--- src/rtl/core/vfde_pkg.sv ---
`timescale 1ns / 1ps
// ----------------------------------------------------------------------------
// vfde_pkg
// shared types, command codes and sizes of the voxel frame draw engine
// ----------------------------------------------------------------------------
package vfde_pkg;

  localparam int VFD_SIDE = 8;

  localparam logic [3:0] OP_SET     = 4'd0;
  localparam logic [3:0] OP_CLR     = 4'd1;
  localparam logic [3:0] OP_FLIP    = 4'd2;
  localparam logic [3:0] OP_WRITE   = 4'd3;
  localparam logic [3:0] OP_READ    = 4'd4;
  localparam logic [3:0] OP_SETPL   = 4'd5;
  localparam logic [3:0] OP_CLRPL   = 4'd6;
  localparam logic [3:0] OP_FILL    = 4'd7;
  localparam logic [3:0] OP_BOXF    = 4'd8;
  localparam logic [3:0] OP_BOXW    = 4'd9;
  localparam logic [3:0] OP_BOXE    = 4'd10;
  localparam logic [3:0] OP_SHIFT   = 4'd11;
  localparam logic [3:0] OP_MIRROR  = 4'd12;
  localparam logic [3:0] OP_COPY    = 4'd13;

  localparam logic [1:0] AXIS_X    = 2'd0;
  localparam logic [1:0] AXIS_Y    = 2'd1;
  localparam logic [1:0] AXIS_Z    = 2'd2;
  localparam logic [1:0] AXIS_NONE = 2'd3;

  localparam logic [7:0] WRITE_ON = 8'h01;

  typedef struct packed {
    logic [3:0] opcode;
    logic [2:0] x_start;
    logic [2:0] y_start;
    logic [2:0] z_start;
    logic [2:0] x_end;
    logic [2:0] y_end;
    logic [2:0] z_end;
    logic [1:0] axis_select;
    logic [2:0] plane_num;
    logic       shift_up;
    logic [7:0] fill_byte;
    logic       use_scratch;
  } in_t;

  typedef struct packed {
    logic       voxel_on;
    logic [3:0] echo_op;
  } out_t;

  // position of the row being worked on
  typedef struct packed {
    logic [2:0] z;
    logic [2:0] y;
    logic       src_zero;
  } row_pos_t;

endpackage

--- src/rtl/core/vfde_mem.sv ---
`timescale 1ns / 1ps
// ----------------------------------------------------------------------------
// vfde_mem
// row store, one write and one registered read port, cleared by valid bits
// ----------------------------------------------------------------------------
module vfde_mem #(
  parameter int AW = 6,
  parameter int DW = 8
) (
  input  logic          clk,
  input  logic          rst_n,
  input  logic          rd_en,
  input  logic [AW-1:0] rd_addr,
  output logic [DW-1:0] rd_data,
  input  logic          wr_en,
  input  logic [AW-1:0] wr_addr,
  input  logic [DW-1:0] wr_data
);

  localparam int DEPTH = 1 << AW;

  logic [DW-1:0]    mem [DEPTH];
  logic [DEPTH-1:0] valid_r;
  logic [DW-1:0]    rd_data_r;

  always_ff @(posedge clk) begin
    if (wr_en) begin
      mem[wr_addr] <= wr_data;
    end
  end

  always_ff @(posedge clk) begin
    if (!rst_n) begin
      valid_r <= '0;
    end else if (wr_en) begin
      valid_r[wr_addr] <= 1'b1;
    end
  end

  // a row never written reads as zero
  always_ff @(posedge clk) begin
    if (rd_en) begin
      rd_data_r <= valid_r[rd_addr] ? mem[rd_addr] : '0;
    end
  end

  assign rd_data = rd_data_r;

endmodule

--- src/rtl/core/vfde_row_alu.sv ---
`timescale 1ns / 1ps
// ----------------------------------------------------------------------------
// vfde_row_alu
// new value of one row byte for the current command
// ----------------------------------------------------------------------------
module vfde_row_alu import vfde_pkg::*; #(
  parameter int SIDE = VFD_SIDE
) (
  input  in_t             cmd,
  input  row_pos_t        pos,
  input  logic [SIDE-1:0] old_row,
  output logic [SIDE-1:0] new_row
);

  logic [SIDE-1:0] run;
  logic [SIDE-1:0] bx1;
  logic [SIDE-1:0] bx2;
  logic [SIDE-1:0] bpl;
  logic [SIDE-1:0] rev;
  logic [SIDE-1:0] ones;
  logic            in_y, in_z, edge_y, edge_z, set_pl;

  always_comb begin
    for (int i = 0; i < SIDE; i++) begin
      run[i] = (3'(i) >= cmd.x_start) && (3'(i) <= cmd.x_end);
      bx1[i] = (3'(i) == cmd.x_start);
      bx2[i] = (3'(i) == cmd.x_end);
      bpl[i] = (3'(i) == cmd.plane_num);
      rev[i] = old_row[SIDE-1-i];
    end
  end

  assign ones   = '1;
  assign in_y   = (pos.y >= cmd.y_start) && (pos.y <= cmd.y_end);
  assign in_z   = (pos.z >= cmd.z_start) && (pos.z <= cmd.z_end);
  assign edge_y = (pos.y == cmd.y_start) || (pos.y == cmd.y_end);
  assign edge_z = (pos.z == cmd.z_start) || (pos.z == cmd.z_end);
  assign set_pl = (cmd.opcode == OP_SETPL);

  always_comb begin
    new_row = old_row;
    case (cmd.opcode)
      OP_SET:   new_row = old_row | bx1;
      OP_CLR:   new_row = old_row & ~bx1;
      OP_FLIP:  new_row = old_row ^ bx1;
      OP_WRITE: new_row = (cmd.fill_byte == WRITE_ON) ? (old_row | bx1) : (old_row & ~bx1);
      OP_SETPL, OP_CLRPL: begin
        case (cmd.axis_select)
          AXIS_X:  new_row = set_pl ? (old_row | bpl) : (old_row & ~bpl);
          AXIS_Y:  new_row = (pos.y == cmd.plane_num) ? (set_pl ? ones : '0) : old_row;
          AXIS_Z:  new_row = (pos.z == cmd.plane_num) ? (set_pl ? ones : '0) : old_row;
          default: new_row = old_row;
        endcase
      end
      OP_FILL:  new_row = cmd.fill_byte[SIDE-1:0];
      OP_BOXF:  new_row = (in_y && in_z) ? (old_row | run) : old_row;
      OP_BOXW: begin
        if (in_y && in_z) begin
          new_row = (edge_y || edge_z) ? run : (old_row | bx1 | bx2);
        end
      end
      OP_BOXE: begin
        if (edge_y && edge_z) begin
          new_row = run;
        end else if ((edge_z && in_y) || (edge_y && in_z)) begin
          new_row = old_row | bx1 | bx2;
        end
      end
      OP_SHIFT: begin
        if (cmd.axis_select == AXIS_X) begin
          new_row = cmd.shift_up ? (old_row << 1) : (old_row >> 1);
        end else begin
          new_row = pos.src_zero ? '0 : old_row;
        end
      end
      OP_MIRROR: new_row = (cmd.axis_select == AXIS_X) ? rev : old_row;
      default:   new_row = old_row;
    endcase
  end

endmodule

--- src/rtl/core/voxel_frame_draw_engine.sv ---
`timescale 1ns / 1ps
// ----------------------------------------------------------------------------
// voxel_frame_draw_engine
// voxel cube frame and scratch frame in row memories, one command per item
// ----------------------------------------------------------------------------
// sequence: single-voxel commands read their row, then write it (read only
// samples the voxel); commands that change nothing go straight to the
// result; whole-frame commands read then write each row in turn through the
// registered memory read port; mirror on Y or Z reads a row and its partner,
// then writes both, and skips the other half. one item at a time, the next is
// taken the cycle after the result is registered; a held result stalls it.
// reset: synchronous active-low rst_n clears both frames through valid bits
// at once; no clearing pass.
// ----------------------------------------------------------------------------
module voxel_frame_draw_engine import vfde_pkg::*; #(
  parameter int SIDE = VFD_SIDE
) (
  input  logic clk,
  input  logic rst_n,
  input  logic in_valid,
  output logic in_ready,
  input  in_t  in_data,
  output logic out_valid,
  input  logic out_ready,
  output out_t out_data
);

  localparam int CW = (SIDE > 1) ? $clog2(SIDE) : 1;
  localparam int AW = 2 * CW;
  localparam logic [CW-1:0] LAST = CW'(SIDE - 1);

  typedef enum logic [5:0] {
    S_IDLE = 6'b000001,
    S_RD   = 6'b000010,
    S_RD2  = 6'b000100,
    S_WR   = 6'b001000,
    S_WR2  = 6'b010000,
    S_DONE = 6'b100000
  } state_t;

  state_t          state_r, state_nxt;
  in_t             cmd_r, cmd_nxt;
  logic [CW-1:0]   zc_r, zc_nxt, yc_r, yc_nxt;
  logic            single_r, single_nxt;
  logic            voxel_r, voxel_nxt;
  logic [SIDE-1:0] hold_r, hold_nxt;
  logic            out_valid_r, out_valid_nxt;
  out_t            out_data_r, out_data_nxt;

  logic [CW-1:0]   cur_z, cur_y, src_z, src_y, par_z, par_y;
  logic            src_zero, shift_yz, mirror_yz, mirror_skip, wr_scr, rd_scr;
  logic            rd_en, wr_en;
  logic [AW-1:0]   rd_addr, wr_addr;
  logic [SIDE-1:0] wr_data, fr_rd, sc_rd, rd_row, alu_row, rd_shift;
  row_pos_t        pos;
  logic            inr, last_row;
  in_t             srt;

  // row walk order: descending along the shift axis when moving up
  always_comb begin
    shift_yz  = (cmd_r.opcode == OP_SHIFT) &&
                ((cmd_r.axis_select == AXIS_Y) || (cmd_r.axis_select == AXIS_Z));
    mirror_yz = (cmd_r.opcode == OP_MIRROR) &&
                ((cmd_r.axis_select == AXIS_Y) || (cmd_r.axis_select == AXIS_Z));
    cur_z = (shift_yz && cmd_r.shift_up && cmd_r.axis_select == AXIS_Z) ? LAST - zc_r : zc_r;
    cur_y = (shift_yz && cmd_r.shift_up && cmd_r.axis_select == AXIS_Y) ? LAST - yc_r : yc_r;
    src_z = cur_z;
    src_y = cur_y;
    src_zero = 1'b0;
    if (shift_yz) begin
      if (cmd_r.axis_select == AXIS_Y) begin
        src_y    = cmd_r.shift_up ? CW'(cur_y - 1'b1) : CW'(cur_y + 1'b1);
        src_zero = cmd_r.shift_up ? (cur_y == '0) : (cur_y == LAST);
      end else begin
        src_z    = cmd_r.shift_up ? CW'(cur_z - 1'b1) : CW'(cur_z + 1'b1);
        src_zero = cmd_r.shift_up ? (cur_z == '0) : (cur_z == LAST);
      end
    end
    par_z = (cmd_r.axis_select == AXIS_Z) ? LAST - cur_z : cur_z;
    par_y = (cmd_r.axis_select == AXIS_Y) ? LAST - cur_y : cur_y;
    mirror_skip = (cmd_r.axis_select == AXIS_Y) ? (cur_y >= par_y) : (cur_z >= par_z);
    wr_scr = cmd_r.use_scratch && ((cmd_r.opcode == OP_SET) || (cmd_r.opcode == OP_CLR) ||
                                   (cmd_r.opcode == OP_FILL));
    rd_scr = wr_scr || (cmd_r.opcode == OP_COPY);
    last_row = single_r || ((zc_r == LAST) && (yc_r == LAST));
  end

  assign rd_row = rd_scr ? sc_rd : fr_rd;
  assign pos = '{z: 3'(cur_z), y: 3'(cur_y), src_zero: src_zero};
  assign rd_shift = rd_row >> cmd_r.x_start;

  assign inr = ({1'b0, in_data.x_start} < 4'(SIDE)) && ({1'b0, in_data.y_start} < 4'(SIDE)) &&
               ({1'b0, in_data.z_start} < 4'(SIDE));

  // box corners sorted on entry
  always_comb begin
    srt = in_data;
    if (in_data.x_start > in_data.x_end) begin
      srt.x_start = in_data.x_end;
      srt.x_end   = in_data.x_start;
    end
    if (in_data.y_start > in_data.y_end) begin
      srt.y_start = in_data.y_end;
      srt.y_end   = in_data.y_start;
    end
    if (in_data.z_start > in_data.z_end) begin
      srt.z_start = in_data.z_end;
      srt.z_end   = in_data.z_start;
    end
  end

  vfde_row_alu #(.SIDE(SIDE)) u_alu (
    .cmd     (cmd_r),
    .pos     (pos),
    .old_row (rd_row),
    .new_row (alu_row)
  );

  always_comb begin
    state_nxt     = state_r;
    cmd_nxt       = cmd_r;
    zc_nxt        = zc_r;
    yc_nxt        = yc_r;
    single_nxt    = single_r;
    voxel_nxt     = voxel_r;
    hold_nxt      = hold_r;
    out_valid_nxt = out_valid_r && !out_ready;
    out_data_nxt  = out_data_r;
    rd_en         = 1'b0;
    rd_addr       = {cur_z, cur_y};
    wr_en         = 1'b0;
    wr_addr       = {cur_z, cur_y};
    wr_data       = alu_row;
    in_ready      = (state_r == S_IDLE);

    case (state_r)
      S_IDLE: begin
        if (in_valid) begin
          cmd_nxt    = in_data;
          voxel_nxt  = 1'b0;
          single_nxt = 1'b0;
          zc_nxt     = '0;
          yc_nxt     = '0;
          state_nxt  = S_DONE;
          case (in_data.opcode)
            OP_SET, OP_CLR, OP_FLIP, OP_WRITE, OP_READ: begin
              if (inr) begin
                single_nxt = 1'b1;
                zc_nxt     = in_data.z_start[CW-1:0];
                yc_nxt     = in_data.y_start[CW-1:0];
                state_nxt  = S_RD;
              end
            end
            OP_SETPL, OP_CLRPL: begin
              if (in_data.axis_select != AXIS_NONE &&
                  {1'b0, in_data.plane_num} < 4'(SIDE)) begin
                state_nxt = S_RD;
              end
            end
            OP_SHIFT, OP_MIRROR: begin
              if (in_data.axis_select != AXIS_NONE) begin
                state_nxt = S_RD;
              end
            end
            OP_FILL, OP_COPY: state_nxt = S_RD;
            OP_BOXF, OP_BOXW, OP_BOXE: begin
              cmd_nxt   = srt;
              state_nxt = S_RD;
            end
            default: state_nxt = S_DONE;
          endcase
        end
      end
      S_RD: begin
        if (mirror_yz && mirror_skip) begin
          state_nxt = S_WR2;
          if (last_row) begin
            state_nxt = S_DONE;
          end else begin
            state_nxt = S_RD;
            if (yc_r == LAST) begin
              yc_nxt = '0;
              zc_nxt = CW'(zc_r + 1'b1);
            end else begin
              yc_nxt = CW'(yc_r + 1'b1);
            end
          end
        end else begin
          rd_en     = 1'b1;
          rd_addr   = shift_yz ? {src_z, src_y} : {cur_z, cur_y};
          state_nxt = mirror_yz ? S_RD2 : S_WR;
        end
      end
      S_RD2: begin
        hold_nxt  = rd_row;
        rd_en     = 1'b1;
        rd_addr   = {par_z, par_y};
        state_nxt = S_WR;
      end
      S_WR, S_WR2: begin
        if (state_r == S_WR2) begin
          wr_en   = 1'b1;
          wr_addr = {par_z, par_y};
          wr_data = hold_r;
        end else if (cmd_r.opcode == OP_READ) begin
          voxel_nxt = rd_shift[0];
        end else begin
          wr_en = 1'b1;
        end
        if (state_r == S_WR && mirror_yz) begin
          state_nxt = S_WR2;
        end else if (last_row) begin
          state_nxt = S_DONE;
        end else begin
          state_nxt = S_RD;
          if (yc_r == LAST) begin
            yc_nxt = '0;
            zc_nxt = CW'(zc_r + 1'b1);
          end else begin
            yc_nxt = CW'(yc_r + 1'b1);
          end
        end
      end
      S_DONE: begin
        if (!out_valid_r || out_ready) begin
          out_valid_nxt = 1'b1;
          out_data_nxt  = '{voxel_on: voxel_r, echo_op: cmd_r.opcode};
          state_nxt     = S_IDLE;
        end
      end
      default: state_nxt = S_IDLE;
    endcase
  end

  always_ff @(posedge clk) begin
    if (!rst_n) begin
      state_r     <= S_IDLE;
      out_valid_r <= 1'b0;
      single_r    <= 1'b0;
      zc_r        <= '0;
      yc_r        <= '0;
    end else begin
      state_r     <= state_nxt;
      out_valid_r <= out_valid_nxt;
      single_r    <= single_nxt;
      zc_r        <= zc_nxt;
      yc_r        <= yc_nxt;
    end
  end

  always_ff @(posedge clk) begin
    cmd_r      <= cmd_nxt;
    voxel_r    <= voxel_nxt;
    hold_r     <= hold_nxt;
    out_data_r <= out_data_nxt;
  end

  vfde_mem #(.AW(AW), .DW(SIDE)) u_frame (
    .clk     (clk),
    .rst_n   (rst_n),
    .rd_en   (rd_en),
    .rd_addr (rd_addr),
    .rd_data (fr_rd),
    .wr_en   (wr_en && !wr_scr),
    .wr_addr (wr_addr),
    .wr_data (wr_data)
  );

  vfde_mem #(.AW(AW), .DW(SIDE)) u_scratch (
    .clk     (clk),
    .rst_n   (rst_n),
    .rd_en   (rd_en),
    .rd_addr (rd_addr),
    .rd_data (sc_rd),
    .wr_en   (wr_en && wr_scr),
    .wr_addr (wr_addr),
    .wr_data (wr_data)
  );

  assign out_valid = out_valid_r;
  assign out_data  = out_data_r;

  a_busy_after_accept: assert property (@(posedge clk) disable iff (!rst_n)
    (in_valid && in_ready) |=> !in_ready)
    else $error("item accepted while a command was still running");

  a_voxel_only_read: assert property (@(posedge clk) disable iff (!rst_n)
    (out_valid && out_data.voxel_on) |-> (out_data.echo_op == OP_READ))
    else $error("voxel_on raised for a command other than read");

  a_no_write_idle: assert property (@(posedge clk) disable iff (!rst_n)
    (state_r == S_IDLE || state_r == S_DONE) |-> !wr_en)
    else $error("row write outside a command");

  a_single_pass: assert property (@(posedge clk) disable iff (!rst_n)
    (single_r && state_r == S_WR) |=> (state_r == S_DONE))
    else $error("single-voxel command touched more than one row");

endmodule
--- config.mk ---
export PLATFORM = sky130hd
export DESIGN_NAME = voxel_frame_draw_engine
export DESIGN_NICKNAME = d
export VERILOG_FILES = /design/src/rtl/core/vfde_pkg.sv /design/src/rtl/core/vfde_mem.sv /design/src/rtl/core/vfde_row_alu.sv /design/src/rtl/core/voxel_frame_draw_engine.sv
export SDC_FILE = /design/constraint.sdc
export NUM_CORES = 2
export LEC_CHECK = 0
export BUFFER_PORTS_ARGS = -buffer_cell sky130_fd_sc_hd__buf_2
export CELL_PAD_IN_SITES_DETAIL_PLACEMENT = 0
export CELL_PAD_IN_SITES_GLOBAL_PLACEMENT = 1
export CORE_ASPECT_RATIO = 1.25
export CORE_UTILIZATION = 56
export CTS_CLUSTER_SIZE = 16
export DETAILED_ROUTE_END_ITERATION = 8
export HOLD_SLACK_MARGIN = 0.08
export MAX_ROUTING_LAYER = met4
export PLACE_DENSITY_LB_ADDON = 0.1
export SETUP_SLACK_MARGIN = 0.02
export SYNTH_ARGS = -nofsm -noshare
export SYNTH_HDL_FRONTEND = slang
export SYNTH_SLANG_ARGS = --single-unit
export TNS_END_PERCENT = 20
--- constraint.sdc ---
create_clock -name clk -period 18.4 [get_ports clk]
set_clock_uncertainty 0.1 [all_clocks]
set_input_delay 2.76 -clock clk [delete_from_list [all_inputs] [get_ports clk]]
set_output_delay 2.76 -clock clk [all_outputs]
set_load 0.005 [all_outputs]
==> impl_metrics.ini <==
[outcome]
outcome = finished, violations left
violations = design-rule violations

[clock_network]
clock_sinks = 1233
clk_pin_slew_ns = 0.07
clock_latency_ns = 0.71
post_cts_resized = 0
hold_buffers = 0
cts_max_level = 3
ctsLongestPathBuffers = 3
cts_setup_buffers = 0
cts_buffers = 119
root_buffer = clkbuf_16
cts_tree = done

[min_path]
min_path_cells = 0
hold_path.startpoint = voxel_r$_SDFFCE_PP0P_
holdPathEnd = out_data[4]$_DFFE_PP_
hold_class = reg2reg

[worst_setup_path]
cp_max_fo = 77
worstPathArrival_ns = 8.16
timing_worst_setup_path_type = reg2reg
critical_path.slowest_cell = buf_4
rr_endpoint = u_frame.rd_data[1]$_SDFFCE_PN0P_
crit_path_frequent_cell = inv_1
crit_family = buffers and inverters
endpoint_kind = register
r2r_setup_slack_ns = 10.67
path_buf_inv = 5
crit_chain = inv_1 -> ha_1 -> inv_1 -> nor3_2 -> xor2_1 -> inv_1 -> fa_1 -> nor4_1 -> a221o_4 -> buf_4 -> buf_4 -> nand2_1 -> nand3_1 -> nand3_1 -> nand4_1 -> o22ai_2 -> nor3_1
max_stage_delay_ns = 0.84
r2r_cells = 17
start_kind = register
crit_required_ns = 18.82
r2r_start = cmd_r[14]$_DFFE_PP_

[synth]
synth_top_area_cell = edfxtp_1
synthCells = 4576
yosysMostFrequentCell = nand2_1
synthesis.area_um2 = 52870
synth_top_area_share_pct = 61.97
synth_warnings = 0
synth_edf_count = 1091
synthFlopType = edfxtp_1
ys_top_cells_by_area = edfxtp_1 62%, nand2_1 8.7%, dfxtp_1 5.4%, nand3_1 5.1%, nand4_1 2.7%
async_flop_share_pct = 0
avgSynthCellArea_um2 = 11.55
yosysSeqAreaShare_pct = 67.35
synth.distinct_cells = 88
synth_seq_cells = 1233
synth_commonest_cells = 1219 x nand2_1, 1091 x edfxtp_1, 544 x nand3_1, 231 x nand4_1, 195 x nor2_1
syn_nets = 4663

[run]
maxCapViolCount = 0

[placement]
dp_hpwl_um = 89800
pre_cts_ws_ns = 10.95
gp_congestion = 0.9530
portBuffers = 47

[detailed_routing]
viasPerCell = 6.294
wl_per_cell_um = 25.64
drt_wl_total_um = 149400
postRouteAntennaNets = 0
drc = 1
firstDrtPassIters = 9
drtIter0Drc = 3884
via_count = 36690

[sta]
hold_violations = 0
setup-violations-final = 0
setup_tns_ns = 0
max_slew_margin_pct = 15.62
finalMaxSlewViolations = 0
worst_slack_ns = 10.67
post-route-period-util_pct = 42.04
finalCriticalPeriod_ns = 7.735
rsz0062_at_grt = no
fmax_mhz = 129.3
tightest_slew_ns = 1.259

[global_routing]
top_usage_layer = met2
grt_pass1_wl_um = 223900
grt_max_degree = 170
use_met3_pct = 3.749
grt.total_usage_pct = 31.98
antenna_found_initial = 2
grt_pass1_vias = 35080
grt-ovfl-total = 0
use_met2_pct = 50.97
met1_usage_pct = 42.59

[power]
p_leak_nw = 19.70
power_mw = 7.889
vdd_drop_max_v = 0.0001263
p_per_area_nw_per_um2 = 136.3

[final_layout]
fin_util_pct = 62.09
drive_gt1_share_pct = 7.830
syn_to_final_growth_pct = 9.474
n_fill_cell = 7417
n_antenna_cell = 0
nets = 4607

[floorplan]
start_util_pct = 56.72
design.die.area_um2 = 95650
boundaryPins = 48
fp.dieW_um = 276.8
core_area_um2 = 93210
row_count = 125
die_h_um = 345.5
## stage by stage
step	instance area, µm²	hold WS [ns]	cells
finish	57880	0.3230	5829
CTS	57880	0.3295	5829
global route	57880	0.3407	5829
floorplan	52870	0.3003	4576
global placement	54090	0.3184	5605
detailed placement	54090	0.3173	5605
## registers in the layout (all words and copies together) (netlist names), 3 cells and up
| signal | flops |
|---|---|
| u_frame.mem | 512 |
| u_frame.rd_data | 8 |
| hold_r | 8 |
| cmd_r | 37 |
| u_scratch.rd_data | 8 |
| out_data | 5 |
| u_scratch.valid_r | 64 |
| u_frame.valid_r | 64 |
| state_r | 6 |
| zc_r | 3 |
| u_scratch.mem | 512 |
| yc_r | 3 |
## worst reg2reg max path, delay by kind of cell, from the launching register on
kind | cells | cell delay [ns]
buffers and inverters | 5 | 2.46
AND/OR/NAND/NOR | 7 | 2.14
adder cells (fa/ha/maj) | 2 | 1.05
flip-flops | 1 | 0.44
AO/OA/AOI/OAI | 2 | 0.99
XOR/XNOR | 1 | 0.39
## cells by family (layout without fill, tap and decap cells)
family	Yosys count	after routing	share of synthesized area, %
and+or+nand+nor	2361	2361	20.13
DFF	1233	1233	67.35
AOI/OAI and AO/OA	496	496	6.721
xor gates and xnor gates	18	18	0.4284
muxes	77	77	1.515
adders and majority gates	46	46	1.117
buffers and inverters	345	392	2.741
## worst max-delay path by stage
stage | start | end | slack [ns] | cells after the start
2_1_floorplan | cmd_r[13]$_DFFE_PP_ | u_frame.mem[0][7]$_DFFE_PP_ | 9.92 | 17
3_3_place_gp | cmd_r[14]$_DFFE_PP_ | u_frame.rd_data[4]$_SDFFCE_PN0P_ | 11.19 | 17
3_5_place_dp | cmd_r[14]$_DFFE_PP_ | u_frame.rd_data[2]$_SDFFCE_PN0P_ | 10.95 | 17
4_1_cts | cmd_r[14]$_DFFE_PP_ | u_frame.rd_data[2]$_SDFFCE_PN0P_ | 10.86 | 17
5_1_grt | cmd_r[14]$_DFFE_PP_ | u_frame.rd_data[4]$_SDFFCE_PN0P_ | 10.25 | 17
6_report | cmd_r[14]$_DFFE_PP_ | u_frame.rd_data[1]$_SDFFCE_PN0P_ | 10.67 | 17
## report_power, final
| group | leakage, nW | switching (mW) | internal, mW |
|---|---|---|---|
| Combinational | 6.79 | 1.53 | 0.440 |
| Clock | 1.87 | 1.04 | 1.33 |
| Sequential | 11.0 | 0.0527 | 3.49 |
| Total | 19.7 | 2.62 | 5.27 |
## cells in the final DEF (no fill, tap or decap), types with 9 or more instances in the layout
master        n
o21ai_0      46
and4_1       17
clkbuf_1     35
clkbuf_16   120
a31oi_1      89
nand3_1     543
nand2_1    1219
nor2_1      194
nand3b_1     10
nor2b_1      19
a211oi_1     12
nand2b_1     13
ha_1         44
buf_4        68
a21oi_1      47
clkinv_1     17
buf_2        46
nor4_1       12
mux2i_1      53
o32ai_1       9
dfxtp_1     142
clkbuf_8     19
edfxtp_1   1091
o22ai_1      17
mux2_2       22
nand4_1     231
o211ai_1     29
o21a_1      137
or3_1        10
clkinv_2     23
inv_1        47
nor3_1       40
## layout make-up
class / count / area (µm²) / share of cell area, %
Clock buffer: 174 / 3396 / 5.867
Clock inverter: 50 / 394.1 / 0.6810
Inverter: 50 / 187.7 / 0.3243
Multi-Input combinational cell: 2998 / 15970 / 27.60
Sequential cell: 1233 / 35600 / 61.52
Tap cell: 1206 / 1509 / 2.607
Timing Repair Buffer: 118 / 812.0 / 1.403
## routing by layer
metal  share of wire (%)  routed length (µm)
met1                  41               61140
met2                  49               72600
met3                 6.8               10240
met4                 3.7                5456
met5                   0                   0
No activity file was read; power rests on OpenSTA's default activity.
